==> src/hw/rtl/spq_pkg.sv <==
// shared constants, codes and types for the sorted array priority queue
// used by spq_datapath, spq_ctrl and sorted_array_priority_queue_top
`timescale 1ns / 1ps

package spq_pkg;

  localparam int CAPACITY = 64;
  localparam int AW       = $clog2(CAPACITY);
  localparam int CNT_W    = $clog2(CAPACITY + 1);
  localparam int KEY_W    = 32;
  localparam int CMD_W    = 2;
  localparam int STAT_W   = 2;
  localparam int OCC_W    = 7;

  localparam logic [CMD_W-1:0] CMD_INSERT = 2'd0;
  localparam logic [CMD_W-1:0] CMD_REMOVE = 2'd1;
  localparam logic [CMD_W-1:0] CMD_PEEK   = 2'd2;

  localparam logic [STAT_W-1:0] ST_OK    = 2'd0;
  localparam logic [STAT_W-1:0] ST_EMPTY = 2'd1;
  localparam logic [STAT_W-1:0] ST_FULL  = 2'd2;

  // memory read address select
  localparam logic [1:0] RD_HEAD  = 2'd0;
  localparam logic [1:0] RD_BELOW = 2'd1;
  localparam logic [1:0] RD_POS   = 2'd2;

  typedef struct packed {
    logic       load;
    logic       mem_rd;
    logic [1:0] rd_sel;
    logic       ins_wr_key;
    logic       ins_wr_data;
    logic       sh_wr;
    logic       pos_from_cnt;
    logic       pos_one;
    logic       pos_dec;
    logic       pos_inc;
    logic       cnt_inc;
    logic       cnt_dec;
    logic       cap_head;
  } dp_cmd_t;

  typedef struct packed {
    logic full;
    logic empty;
    logic pos_zero;
    logic key_less;
    logic sh_done;
  } dp_stat_t;

endpackage

==> src/hw/rtl/spq_datapath.sv <==
// datapath: key store memory, position and count registers, head capture
// depends on spq_pkg
`timescale 1ns / 1ps

module spq_datapath
  import spq_pkg::*;
(
  input  logic                    clk,
  input  logic                    rst_n,
  input  dp_cmd_t                 cmd,
  input  logic signed [KEY_W-1:0] in_key,
  output dp_stat_t                stat,
  output logic signed [KEY_W-1:0] res_key,
  output logic [CNT_W-1:0]        cnt
);

  logic [KEY_W-1:0]        mem [CAPACITY];
  logic signed [KEY_W-1:0] rdata_r;
  logic signed [KEY_W-1:0] key_r;
  logic signed [KEY_W-1:0] res_key_r;
  logic [CNT_W-1:0]        pos_r;
  logic [CNT_W-1:0]        pos_nxt;
  logic [CNT_W-1:0]        cnt_r;
  logic [CNT_W-1:0]        cnt_nxt;
  logic [CNT_W-1:0]        pos_m1;
  logic [AW-1:0]           rd_addr;
  logic [AW-1:0]           wr_addr;
  logic [KEY_W-1:0]        wr_data;
  logic                    wr_en;

  assign pos_m1 = pos_r - CNT_W'(1);

  always_comb begin
    case (cmd.rd_sel)
      RD_BELOW: rd_addr = pos_m1[AW-1:0];
      RD_POS:   rd_addr = pos_r[AW-1:0];
      default:  rd_addr = '0;
    endcase
  end

  assign wr_en   = cmd.ins_wr_key | cmd.ins_wr_data | cmd.sh_wr;
  assign wr_addr = cmd.sh_wr ? pos_m1[AW-1:0] : pos_r[AW-1:0];
  assign wr_data = cmd.ins_wr_key ? key_r : rdata_r;

  always_ff @(posedge clk) begin
    if (wr_en) begin
      mem[wr_addr] <= wr_data;
    end
    if (cmd.mem_rd) begin
      rdata_r <= mem[rd_addr];
    end
  end

  always_comb begin
    pos_nxt = pos_r;
    if (cmd.pos_from_cnt) begin
      pos_nxt = cnt_r;
    end else if (cmd.pos_one) begin
      pos_nxt = CNT_W'(1);
    end else if (cmd.pos_dec) begin
      pos_nxt = pos_m1;
    end else if (cmd.pos_inc) begin
      pos_nxt = pos_r + CNT_W'(1);
    end
  end

  always_comb begin
    cnt_nxt = cnt_r;
    if (cmd.cnt_inc) begin
      cnt_nxt = cnt_r + CNT_W'(1);
    end else if (cmd.cnt_dec) begin
      cnt_nxt = cnt_r - CNT_W'(1);
    end
  end

  always_ff @(posedge clk) begin
    pos_r <= pos_nxt;
    if (cmd.load) begin
      key_r     <= in_key;
      res_key_r <= '0;
    end else if (cmd.cap_head) begin
      res_key_r <= rdata_r;
    end
  end

  always_ff @(posedge clk) begin
    if (!rst_n) begin
      cnt_r <= '0;
    end else begin
      cnt_r <= cnt_nxt;
    end
  end

  assign stat.full     = (cnt_r >= CNT_W'(CAPACITY));
  assign stat.empty    = (cnt_r == '0);
  assign stat.pos_zero = (pos_r == '0);
  assign stat.key_less = (key_r < rdata_r);
  assign stat.sh_done  = (pos_r >= cnt_r);

  assign res_key = res_key_r;
  assign cnt     = cnt_r;

  a_cnt_bound: assert property (@(posedge clk) disable iff (!rst_n)
    cnt_r <= CNT_W'(CAPACITY))
    else $error("count above capacity");

  a_no_ins_full: assert property (@(posedge clk) disable iff (!rst_n)
    cmd.cnt_inc |-> !stat.full)
    else $error("insert into full store");

  a_no_rm_empty: assert property (@(posedge clk) disable iff (!rst_n)
    cmd.cnt_dec |-> !stat.empty)
    else $error("remove from empty store");

endmodule

==> src/hw/rtl/spq_ctrl.sv <==
// controller state machine: sequences insert, remove and peek over the store
// depends on spq_pkg
`timescale 1ns / 1ps

module spq_ctrl
  import spq_pkg::*;
(
  input  logic              clk,
  input  logic              rst_n,
  input  logic              in_valid,
  input  logic [CMD_W-1:0]  in_cmd,
  output logic              in_stall,
  input  dp_stat_t          stat,
  output dp_cmd_t           cmd,
  input  logic              out_free,
  output logic              out_load,
  output logic [STAT_W-1:0] res_status
);

  localparam logic [2:0] S_IDLE     = 3'd0;
  localparam logic [2:0] S_INS_RD   = 3'd1;
  localparam logic [2:0] S_INS_CMP  = 3'd2;
  localparam logic [2:0] S_HEAD_RD  = 3'd3;
  localparam logic [2:0] S_HEAD_CAP = 3'd4;
  localparam logic [2:0] S_SH_RD    = 3'd5;
  localparam logic [2:0] S_SH_WR    = 3'd6;
  localparam logic [2:0] S_DONE     = 3'd7;

  logic [2:0]        state_r;
  logic [2:0]        state_nxt;
  logic [CMD_W-1:0]  cmd_r;
  logic [STAT_W-1:0] status_r;
  logic [STAT_W-1:0] status_nxt;
  logic              accept;

  assign in_stall = (state_r != S_IDLE);
  assign accept   = in_valid && !in_stall;

  always_comb begin
    state_nxt  = state_r;
    status_nxt = status_r;
    cmd        = '0;
    out_load   = 1'b0;
    unique case (state_r)
      S_IDLE: begin
        if (accept) begin
          cmd.load   = 1'b1;
          status_nxt = ST_OK;
          case (in_cmd) inside
            CMD_INSERT: begin
              if (stat.full) begin
                status_nxt = ST_FULL;
                state_nxt  = S_DONE;
              end else begin
                cmd.pos_from_cnt = 1'b1;
                state_nxt        = S_INS_RD;
              end
            end
            CMD_REMOVE, CMD_PEEK: begin
              if (stat.empty) begin
                status_nxt = ST_EMPTY;
                state_nxt  = S_DONE;
              end else begin
                state_nxt = S_HEAD_RD;
              end
            end
            default: state_nxt = S_DONE;
          endcase
        end
      end
      S_INS_RD: begin
        if (stat.pos_zero) begin
          cmd.ins_wr_key = 1'b1;
          cmd.cnt_inc    = 1'b1;
          state_nxt      = S_DONE;
        end else begin
          cmd.mem_rd = 1'b1;
          cmd.rd_sel = RD_BELOW;
          state_nxt  = S_INS_CMP;
        end
      end
      S_INS_CMP: begin
        if (stat.key_less) begin
          cmd.ins_wr_data = 1'b1;
          cmd.pos_dec     = 1'b1;
          state_nxt       = S_INS_RD;
        end else begin
          cmd.ins_wr_key = 1'b1;
          cmd.cnt_inc    = 1'b1;
          state_nxt      = S_DONE;
        end
      end
      S_HEAD_RD: begin
        cmd.mem_rd = 1'b1;
        cmd.rd_sel = RD_HEAD;
        state_nxt  = S_HEAD_CAP;
      end
      S_HEAD_CAP: begin
        cmd.cap_head = 1'b1;
        if (cmd_r == CMD_REMOVE) begin
          cmd.pos_one = 1'b1;
          state_nxt   = S_SH_RD;
        end else begin
          state_nxt = S_DONE;
        end
      end
      S_SH_RD: begin
        if (stat.sh_done) begin
          cmd.cnt_dec = 1'b1;
          state_nxt   = S_DONE;
        end else begin
          cmd.mem_rd = 1'b1;
          cmd.rd_sel = RD_POS;
          state_nxt  = S_SH_WR;
        end
      end
      S_SH_WR: begin
        cmd.sh_wr   = 1'b1;
        cmd.pos_inc = 1'b1;
        state_nxt   = S_SH_RD;
      end
      S_DONE: begin
        if (out_free) begin
          out_load  = 1'b1;
          state_nxt = S_IDLE;
        end
      end
      default: state_nxt = S_IDLE;
    endcase
  end

  always_ff @(posedge clk) begin
    if (!rst_n) begin
      state_r  <= S_IDLE;
      status_r <= ST_OK;
    end else begin
      state_r  <= state_nxt;
      status_r <= status_nxt;
    end
  end

  always_ff @(posedge clk) begin
    if (accept) begin
      cmd_r <= in_cmd;
    end
  end

  assign res_status = status_r;

  a_wr_excl: assert property (@(posedge clk) disable iff (!rst_n)
    $countones({cmd.ins_wr_key, cmd.ins_wr_data, cmd.sh_wr}) <= 1)
    else $error("two memory writes in one cycle");

  a_shift_remove: assert property (@(posedge clk) disable iff (!rst_n)
    (state_r == S_SH_WR) |-> (cmd_r == CMD_REMOVE))
    else $error("shift outside remove");

endmodule

==> src/hw/rtl/sorted_array_priority_queue_top.sv <==
// top level of the sorted array priority queue: controller, datapath, output register
// depends on spq_pkg, spq_ctrl and spq_datapath
`timescale 1ns / 1ps

// bounded min-priority queue of up to 64 signed 32-bit keys, kept ascending
// input word: in_cmd (insert, remove smallest, peek smallest) and in_key
// result word: out_result_key, out_status (ok, empty, full) and out_occupancy
// both channels use valid/stall; a word moves when valid is high, stall low
// one result word per input word, in input order
// one word is worked on at a time; in_stall stays high until its result
// is loaded into the output register
// how a word is worked on:
//   insert: keys above the new key move up one slot, then the new key is written
//   peek reads the head; remove reads the head, then shifts every other key down one slot
//   full insert, empty remove/peek or unused cmd: no key memory access
// at most one key memory read or write per cycle; a key move reads, then writes
// the output register frees while a result waits only if out_stall is low
// out_stall holds the result word and, after the next word, holds in_stall
// reset (rst_n low, synchronous) empties the queue and drops out_valid
// the key memory needs no clearing after reset

module sorted_array_priority_queue_top
  import spq_pkg::*;
(
  input  logic                    clk,
  input  logic                    rst_n,
  input  logic                    in_valid,
  output logic                    in_stall,
  input  logic [CMD_W-1:0]        in_cmd,
  input  logic signed [KEY_W-1:0] in_key,
  output logic                    out_valid,
  input  logic                    out_stall,
  output logic signed [KEY_W-1:0] out_result_key,
  output logic [STAT_W-1:0]       out_status,
  output logic [OCC_W-1:0]        out_occupancy
);

  dp_cmd_t                 dcmd;
  dp_stat_t                dstat;
  logic signed [KEY_W-1:0] res_key;
  logic [CNT_W-1:0]        cnt;
  logic [STAT_W-1:0]       res_status;
  logic                    out_free;
  logic                    out_load;
  logic                    out_valid_r;
  logic signed [KEY_W-1:0] out_key_r;
  logic [STAT_W-1:0]       out_status_r;
  logic [OCC_W-1:0]        out_occ_r;

  assign out_free = !out_valid_r || !out_stall;

  spq_ctrl u_ctrl (
    .clk        (clk),
    .rst_n      (rst_n),
    .in_valid   (in_valid),
    .in_cmd     (in_cmd),
    .in_stall   (in_stall),
    .stat       (dstat),
    .cmd        (dcmd),
    .out_free   (out_free),
    .out_load   (out_load),
    .res_status (res_status)
  );

  spq_datapath u_dp (
    .clk     (clk),
    .rst_n   (rst_n),
    .cmd     (dcmd),
    .in_key  (in_key),
    .stat    (dstat),
    .res_key (res_key),
    .cnt     (cnt)
  );

  // output word register
  always_ff @(posedge clk) begin
    if (!rst_n) begin
      out_valid_r <= 1'b0;
    end else if (out_load) begin
      out_valid_r <= 1'b1;
    end else if (!out_stall) begin
      out_valid_r <= 1'b0;
    end
  end

  always_ff @(posedge clk) begin
    if (out_load) begin
      out_key_r    <= res_key;
      out_status_r <= res_status;
      out_occ_r    <= OCC_W'(cnt);
    end
  end

  assign out_valid      = out_valid_r;
  assign out_result_key = out_key_r;
  assign out_status     = out_status_r;
  assign out_occupancy  = out_occ_r;

  a_err_zero: assert property (@(posedge clk) disable iff (!rst_n)
    (out_valid_r && out_status_r != ST_OK) |-> (out_key_r == '0))
    else $error("error word with nonzero key");

endmodule
==> config.mk <==
export PLATFORM = sky130hd
export DESIGN_NAME = sorted_array_priority_queue_top
export DESIGN_NICKNAME = d
export VERILOG_FILES = /design/src/hw/rtl/spq_pkg.sv /design/src/hw/rtl/spq_datapath.sv /design/src/hw/rtl/spq_ctrl.sv /design/src/hw/rtl/sorted_array_priority_queue_top.sv
export SDC_FILE = /design/constraint.sdc
export NUM_CORES = 2
export LEC_CHECK = 0
export ABC_AREA = 1
export BUFFER_PORTS_ARGS = -buffer_cell sky130_fd_sc_hd__buf_2
export CAP_MARGIN = 20
export CORE_ASPECT_RATIO = 1.5
export CORE_MARGIN = 5
export CORE_UTILIZATION = 45
export CTS_BUF_LIST = sky130_fd_sc_hd__clkbuf_4 sky130_fd_sc_hd__clkbuf_8
export CTS_CLUSTER_SIZE = 24
export DETAILED_ROUTE_END_ITERATION = 12
export PLACE_DENSITY = 0.69
export SYNTH_ARGS = -nofsm -noshare
export SYNTH_HDL_FRONTEND = slang
export SYNTH_SLANG_ARGS = --single-unit
==> constraint.sdc <==
create_clock -name clk -period 5.7 [get_ports clk]
set_clock_uncertainty 0.15 [all_clocks]
set_input_delay 0.57 -clock clk [delete_from_list [all_inputs] [get_ports clk]]
set_output_delay 0.57 -clock clk [all_outputs]
set_load 0.02 [all_outputs]
[Word-level counts from Yosys, hierarchy flattened]
Memory sizes are Yosys's and may differ from the RTL's. A register that Yosys moved wholly into a read port is not among the register bits.
Index checks and enable logic that the tools add are counted.
Word-level totals
  register bits after elaboration: 127
  RAM bits: 2048
  bits of input ports: 38
  output and inout port bits: 43
  word-level logic and storage cells: 101
  memories: 1
Memories
  u_dp.mem: depth 64, width 32, read ports 1, clocked after Yosys merged registers in 1, write ports 1, RTL line spq_datapath.sv:17  | logic [KEY_W-1:0] mem [CAPACITY];
Cells by class
  add/sub/neg operators: 4
  order comparisons: 3
  eq/ne operators: 15
  multiplexer cells: 50
  bitwise gates (word level): 2
  reductions and logical operators: 15
Operators with widths (number)
  two-way mux 7 bit: 6
  less-than comparator 32 bit: 1
  two-way mux 32 bit: 1
  two-way mux 3 bit: 10
  two-way mux 1 bit: 24
  case mux 3 bit (8 select lines): 1
  adder 7 x 1 -> 7 bit (second input constant): 2
  zero test 7 bit: 2
  subtractor 7 x 1 -> 7 bit (second input constant): 2
  == test 3 bit (second input constant): 4
  case mux 6 bit (2 select lines): 1
  case mux 3 bit (3 select lines): 1
  two-way mux 2 bit: 4
  >= comparator 7 bit: 1
  >= comparator 7 bit (second input constant): 1
  == test 2 x 1 -> 1 bit (second input constant): 3
  == test 3 x 2 -> 1 bit (second input constant): 2
  two-way mux 6 bit: 1
  == test 2 bit (second input constant): 2
  inequality test 2 x 1 -> 1 bit (second input constant): 2
  AND reduction 2 bit: 2
  nonzero test 4 bit: 1
  == test 3 x 1 -> 1 bit (second input constant): 1
  zero test 1 bit: 3
  10 further kinds: 11

[Depth between registers and ports, before layout]
  word-level depth: 7
  mapped depth: 27
  gate-level depth less buffers: 27

[Hierarchy]
A second synthesis with hierarchy kept.
Second synthesis, totals
  cells, all modules: 8811
  area, all modules: 94464.3 um^2
Modules (own cells, without submodules)
  spq_datapath: times used 1, cells an instance 8687, area an instance 92632.6 um^2, seq. area each 64411.8 um^2
  sorted_array_priority_queue_top: times used 1, cells an instance 46, area an instance 1273.7 um^2, seq. area each 1251.2 um^2
  spq_ctrl: times used 1, cells an instance 78, area an instance 558.0 um^2, seq. area each 160.2 um^2

[Least setup slack after synthesis]
Ideal clock, no wire load.
  kind: register -> register
  from: register u_dp.key_r[21]
  to: memory u_dp.mem[0][10] (data pin)
  setup time: 0.702 ns
  arrival time: 4.282 ns
  data required time: 4.848 ns
  path slack: 0.566 ns
  cell stages (with the launch flop): 13
  buffers on the path: 2
  clock period less this slack: 5.134 ns
  cell sequence: edfxtp_1 > ha_1 > a21oi_1 > nor2_1 > nor2_1 > nand3_1 > a21oi_1 > nand3_1 > nand3_1 > nand2_1 > buf_4 > clkbuf_1 > o21ai_0
On the way
  word-level cells in the longest chain between the ends: 4
RTL lines
  start, declared: RTL line spq_datapath.sv:19  | logic signed [KEY_W-1:0] key_r;
  start signal, assigned: RTL line spq_datapath.sv:79  | key_r <= in_key;
  less-than comparator 32 bit: RTL line spq_datapath.sv:97  | assign stat.key_less = (key_r < rdata_r);
  two-way mux 1 bit: RTL line spq_ctrl.sv:83  | if (stat.key_less) begin
  case mux 1 bit (2 select lines): RTL line spq_ctrl.sv:44  | unique case (state_r)
  two-way mux 32 bit: RTL line spq_datapath.sv:43  | assign wr_data = cmd.ins_wr_key ? key_r : rdata_r;
  named net u_dp.wr_data[10]: RTL line spq_datapath.sv:28  | logic [KEY_W-1:0] wr_data;
  end, declared: RTL line spq_datapath.sv:17
The timed path passes the listed nets, and every way through them passes these cells.

[Worst setup path after layout]
  from: register u_dp.cnt_r[6] (netlist: u_dp.cnt[6])
  to: register u_dp.rdata_r[18], read port of u_dp.mem (data pin)
On the way
  word-level cells in the longest chain between the ends: 5
  elaborated cells on any way between the ends: 6
  classes of those cells: order compare (1); eq/ne (2); mux (3)
RTL lines
  start, declared: RTL line spq_datapath.sv:23  | logic [CNT_W-1:0] cnt_r;
  start signal, assigned: RTL line spq_datapath.sv:90  | cnt_r <= cnt_nxt;
  >= comparator 7 bit (*): RTL line spq_datapath.sv:98  | assign stat.sh_done = (pos_r >= cnt_r);
  two-way mux 3 bit (*): RTL line spq_ctrl.sv:108  | if (stat.sh_done) begin
  case mux 3 bit (3 select lines) (*): RTL line spq_ctrl.sv:44
  == test 2 bit or == test 2 x 1 -> 1 bit (tied branches): RTL line spq_datapath.sv:34  | case (cmd.rd_sel)
  case mux 6 bit (2 select lines): RTL line spq_datapath.sv:34
  end, declared: RTL line spq_datapath.sv:18  | logic signed [KEY_W-1:0] rdata_r;
Every way passes the cells marked *; elsewhere a longest branch is shown, timed or not.
A chain may end at the register's enable or synchronous reset.

==> reports/summary.md <==
The number of antenna violations at the first check in global routing came out at 10. The run gives 6.24 ns as the data required time of the worst path. The min-delay analysis places its worst path in the category in -> reg. Timing would allow up to 0.194 GHz. The chip width came out at 375 um. The number of primary I/O pins is 81, and the maximum number of pins on one net before global-route repair is 126. VDD sags by at most 0.000344 V. The startpoint identified for the worst register-to-register timing path is u_dp.cnt[6]. The share of synthesized registers carrying an async set or reset came out at 0%.

The post-placement setup slack was 0.585 ns; the overall die height was 557 um. The run gives 209000 sq um as the floorplan die area. Headroom to the max-slew limit came out at 23.6%. The average instance area after synthesis is 12.9 sq um, and the count of final hold-check violations is 0. In the routed layout, each cell is associated on average with a via count of 5.98. Counting the fill cells in the layout gives 16400. For this run, design rule violations remaining after detail routing come to 0.

Counting every net in the synthesized netlist gives 7038. The worst register-to-register path ends at u_dp.rdata_r[18]. The global route total overflow came out at 0. The routed length per instance works out to 26.0 um. The wire length of the first global-routing pass was 379000 um; the slew at the pin closest to its max-slew limit was 1.14 ns. In the synthesized netlist the dominant register cell turns out to be sky130_fd_sc_hd__edfxtp_1.

The number of nets in the layout was 7285; the sink count of the clock tree was 2207. The latest clock arrival within the worst-skew pair is 0.94 ns, and the placer's final routability congestion estimate is 0.864. The worst hold path terminates at u_dp.key_r[20].

In this run, synthesis produced a sequential element count of 2207. Across all register-to-register paths, the minimum setup slack is 0.54 ns. The final number of max-transition violations was 0. STA classifies the critical path startpoint as a flop. The sequential share of the synthesized area is 73.3%, and the total global routing track utilization is 24.2%. Detailed placement finished with a half-perimeter wire length of 145000 um. After layout, the worst setup slack is 0.544 ns. The worst path in the final design needs a cycle of 5.16 ns, including I/O delays and setup. The root buffer selected by CTS was sky130_fd_sc_hd__clkbuf_8.

The via count of the first global-routing pass was 58100. The number of cells on the worst reg-to-reg path is 17. Wires add up to 261000 um. The core region is 199000 sq um.

The tools report the source of the worst hold timing path as in_key[20]. Total of buffers placed on input and output ports: 80. The critical path is of the reg -> reg type. The run finished with clean final reports. The number of routed nets with antenna violations is 0, and the row count is 201.

Clock-pin slew was measured on the worst setup and hold paths at 0.07 ns. The number of buffers created by CTS is 303, and the share of the cycle needed by the critical path after routing is 90.5%. The count of unique library cells instantiated by Yosys was 47; the static leakage was 34.4 nW. For the initial core utilization, the log shows 45.1%. The first detailed-routing pass took 8 iterations. The Yosys step of the flow raised 0 warnings.

In this run the deepest clock path goes through 4 buffers. For this design the ratio of total power to cell area is 459 nW/um^2. Cell area after synthesis: 89800 sq um. The count of vias placed by the detailed router was 60200; the sum of negative setup slack was 0 ns.

Setup repair after global routing left no endpoint under its margin. Synthesis produced 6951 cells. The synthesized design contains 2162 enable-type register cells. CTS built an H-tree with a depth of 5.

The tools report the total setup violations reported at the end of the flow as 0. The worst setup path is captured at a flop. Along the worst path, the maximum fanout reaches 54.

The tools report the reported max-cap violation count as 0. The depth of the worst hold-timing path is 2. For the arrival time reported for the critical path endpoint, the log shows 5.70 ns. TritonCTS built the clock tree. The post-route netlist has 13.3% of its cells at a drive strength greater than 1. The number of DRC markers in iteration 0 is 8083, and the area growth from synthesis to layout is 12.8%.
==> synth_stat cells, types with 27 or more instances <==
| master | n | area share (%) |
|---|---|---|
| sky130_fd_sc_hd__buf_1 | 27 | 0.11 |
| sky130_fd_sc_hd__nand3_1 | 367 | 2.0 |
| sky130_fd_sc_hd__or2_2 | 44 | 0.31 |
| sky130_fd_sc_hd__buf_2 | 233 | 1.3 |
| sky130_fd_sc_hd__nand2_1 | 727 | 3.0 |
| sky130_fd_sc_hd__o211ai_1 | 346 | 2.9 |
| sky130_fd_sc_hd__or2_0 | 189 | 1.3 |
| sky130_fd_sc_hd__o21ai_0 | 580 | 3.2 |
| sky130_fd_sc_hd__o31ai_1 | 97 | 0.81 |
| sky130_fd_sc_hd__a211oi_1 | 108 | 0.90 |
| sky130_fd_sc_hd__nor2_1 | 912 | 3.8 |
| sky130_fd_sc_hd__edfxtp_1 | 2162 | 72 |
| sky130_fd_sc_hd__o311ai_1 | 88 | 0.86 |
| sky130_fd_sc_hd__buf_6 | 39 | 0.49 |
| sky130_fd_sc_hd__a21oi_1 | 385 | 2.1 |
| sky130_fd_sc_hd__dfxtp_1 | 45 | 1.0 |
| sky130_fd_sc_hd__inv_1 | 301 | 1.3 |
| sky130_fd_sc_hd__ha_1 | 48 | 0.67 |
| sky130_fd_sc_hd__clkbuf_1 | 131 | 0.55 |
==> cells by family (layout without fill, tap and decap cells) <==
| group | count (synthesis) | in the layout | share of synthesized area (%) |
|---|---|---|---|
| other cells | 0 | 6 | 0 |
| simple gates | 2273 | 2273 | 10.8 |
| compound gates | 1642 | 1642 | 11.2 |
| buf+inv | 769 | 1241 | 3.99 |
| fa+ha+maj | 49 | 49 | 0.691 |
| xor+xnor | 11 | 11 | 0.107 |
| flops | 2207 | 2207 | 73.3 |
==> layout by cell type, fill, tap and decap left out, types with 88 or more instances in the layout <==
master | Yosys | final
sky130_fd_sc_hd__clkbuf_8 | 0 | 320
sky130_fd_sc_hd__buf_4 | 23 | 216
sky130_fd_sc_hd__inv_1 | 301 | 301
sky130_fd_sc_hd__nor2_1 | 912 | 845
sky130_fd_sc_hd__or2_0 | 189 | 189
sky130_fd_sc_hd__a21oi_1 | 385 | 385
sky130_fd_sc_hd__o311ai_1 | 88 | 88
sky130_fd_sc_hd__o21ai_0 | 580 | 548
sky130_fd_sc_hd__edfxtp_1 | 2162 | 2162
sky130_fd_sc_hd__o211ai_1 | 346 | 346
sky130_fd_sc_hd__a211oi_1 | 108 | 108
sky130_fd_sc_hd__o31ai_1 | 97 | 97
sky130_fd_sc_hd__nand3_1 | 367 | 366
sky130_fd_sc_hd__nand2_1 | 727 | 724
==> worst max-delay path by stage <==
stage | slack (ns) | from | end
after floorplan | 0.57 | u_dp.key_r[21] | u_dp.mem[0][10]
after global placement | 0.51 | u_dp.cnt[6] | u_dp.rdata_r[18]
after detailed placement | 0.59 | u_dp.cnt[6] | u_dp.rdata_r[18]
after CTS | 0.59 | u_dp.cnt[6] | u_dp.rdata_r[19]
after global routing | 0.23 | u_dp.cnt[6] | u_dp.rdata_r[19]
final | 0.54 | u_dp.cnt[6] | u_dp.rdata_r[18]
==> worst max-delay path, cell delays in order (launching register included) <==
cell and delay, ns:
sky130_fd_sc_hd__dfxtp_1 0.43, sky130_fd_sc_hd__inv_1 0.12, sky130_fd_sc_hd__ha_1 0.34, sky130_fd_sc_hd__a21oi_1 0.16, sky130_fd_sc_hd__o21a_1 0.14, sky130_fd_sc_hd__o221ai_1 0.16
sky130_fd_sc_hd__nor2_1 0.21, sky130_fd_sc_hd__inv_1 0.10, sky130_fd_sc_hd__ha_1 0.30, sky130_fd_sc_hd__inv_1 0.39, sky130_fd_sc_hd__nand2_8 0.45, sky130_fd_sc_hd__buf_4 0.41
sky130_fd_sc_hd__a21oi_1 0.14, sky130_fd_sc_hd__a211oi_1 0.10, sky130_fd_sc_hd__o21ai_0 0.51, sky130_fd_sc_hd__nand3_1 0.40, sky130_fd_sc_hd__nand3_1 0.32, sky130_fd_sc_hd__nand2_1 0.08
==> through the flow <==
stage	cells	area, sq um	hold WS (ns)	utilization (%)	power [W]
6_report	10100	101000	0.209	50.9	0.0465
5_1_grt	10100	101000	0.188	50.9	0.0483
4_1_cts	10100	101000	0.152	50.8	0.0464
3_5_place_dp	9490	95000	0.260	47.7	0.0346
3_3_place_gp	9488	94900	0.259	47.7	0.0343
2_1_floorplan	6951	89800	0.253	-	0.0299
==> flip-flops by register name (all words and copies together) (netlist names) <==
register and cells:
out_occupancy 7, out_result_key 32, out_status 2, out_valid 1, u_ctrl.cmd_r 2, u_ctrl.res_status 2, u_ctrl.state_r 3, u_dp.cnt 7
u_dp.key_r 32, u_dp.mem 2048, u_dp.pos_r 7, u_dp.rdata_r 32, u_dp.res_key 32
==> report_power, final <==
part / internal, W / switching (W)
Sequential: 0.0218 / 0.000444
Combinational: 0.00304 / 0.00934
Clock: 0.00613 / 0.00580
==> routing by layer <==
| layer | up-vias | track usage (%) | share of wire, % |
|---|---|---|---|
| li1 | 26000 | - | - |
| met1 | 29700 | 30.7 | 36 |
| met2 | 3675 | 39.8 | 48 |
| met3 | 799 | 4.10 | 10 |
| met4 | 6 | 13.2 | 6.0 |
| met5 | - | 0 | 0.014 |
==> layout make-up <==
| type | instances | area (sq um) | share of cell area, % |
|---|---|---|---|
| timing repair buffer | 403 | 3800 | 3.75 |
| tap | 2639 | 3300 | 3.26 |
| sequential | 2207 | 65800 | 65.0 |
| inverter | 308 | 1180 | 1.17 |
| multi-input combinational | 3975 | 21400 | 21.1 |
| clock inverter | 131 | 830 | 0.819 |
| antenna | 6 | 15.0 | 0.0148 |
| clock buffer | 399 | 5000 | 4.93 |
==> timing repair <==
| item | CTS | global route |
|---|---|---|
| endpoints found under the hold margin | 47 | 0 |
| hold buffers | 38 | 0 |
| buffers inserted | 0 | 0 |
| endpoints found under the setup margin | 0 | 0 |
| gates resized for setup | 0 | 0 |
Power figures use the tool's default switching activity.
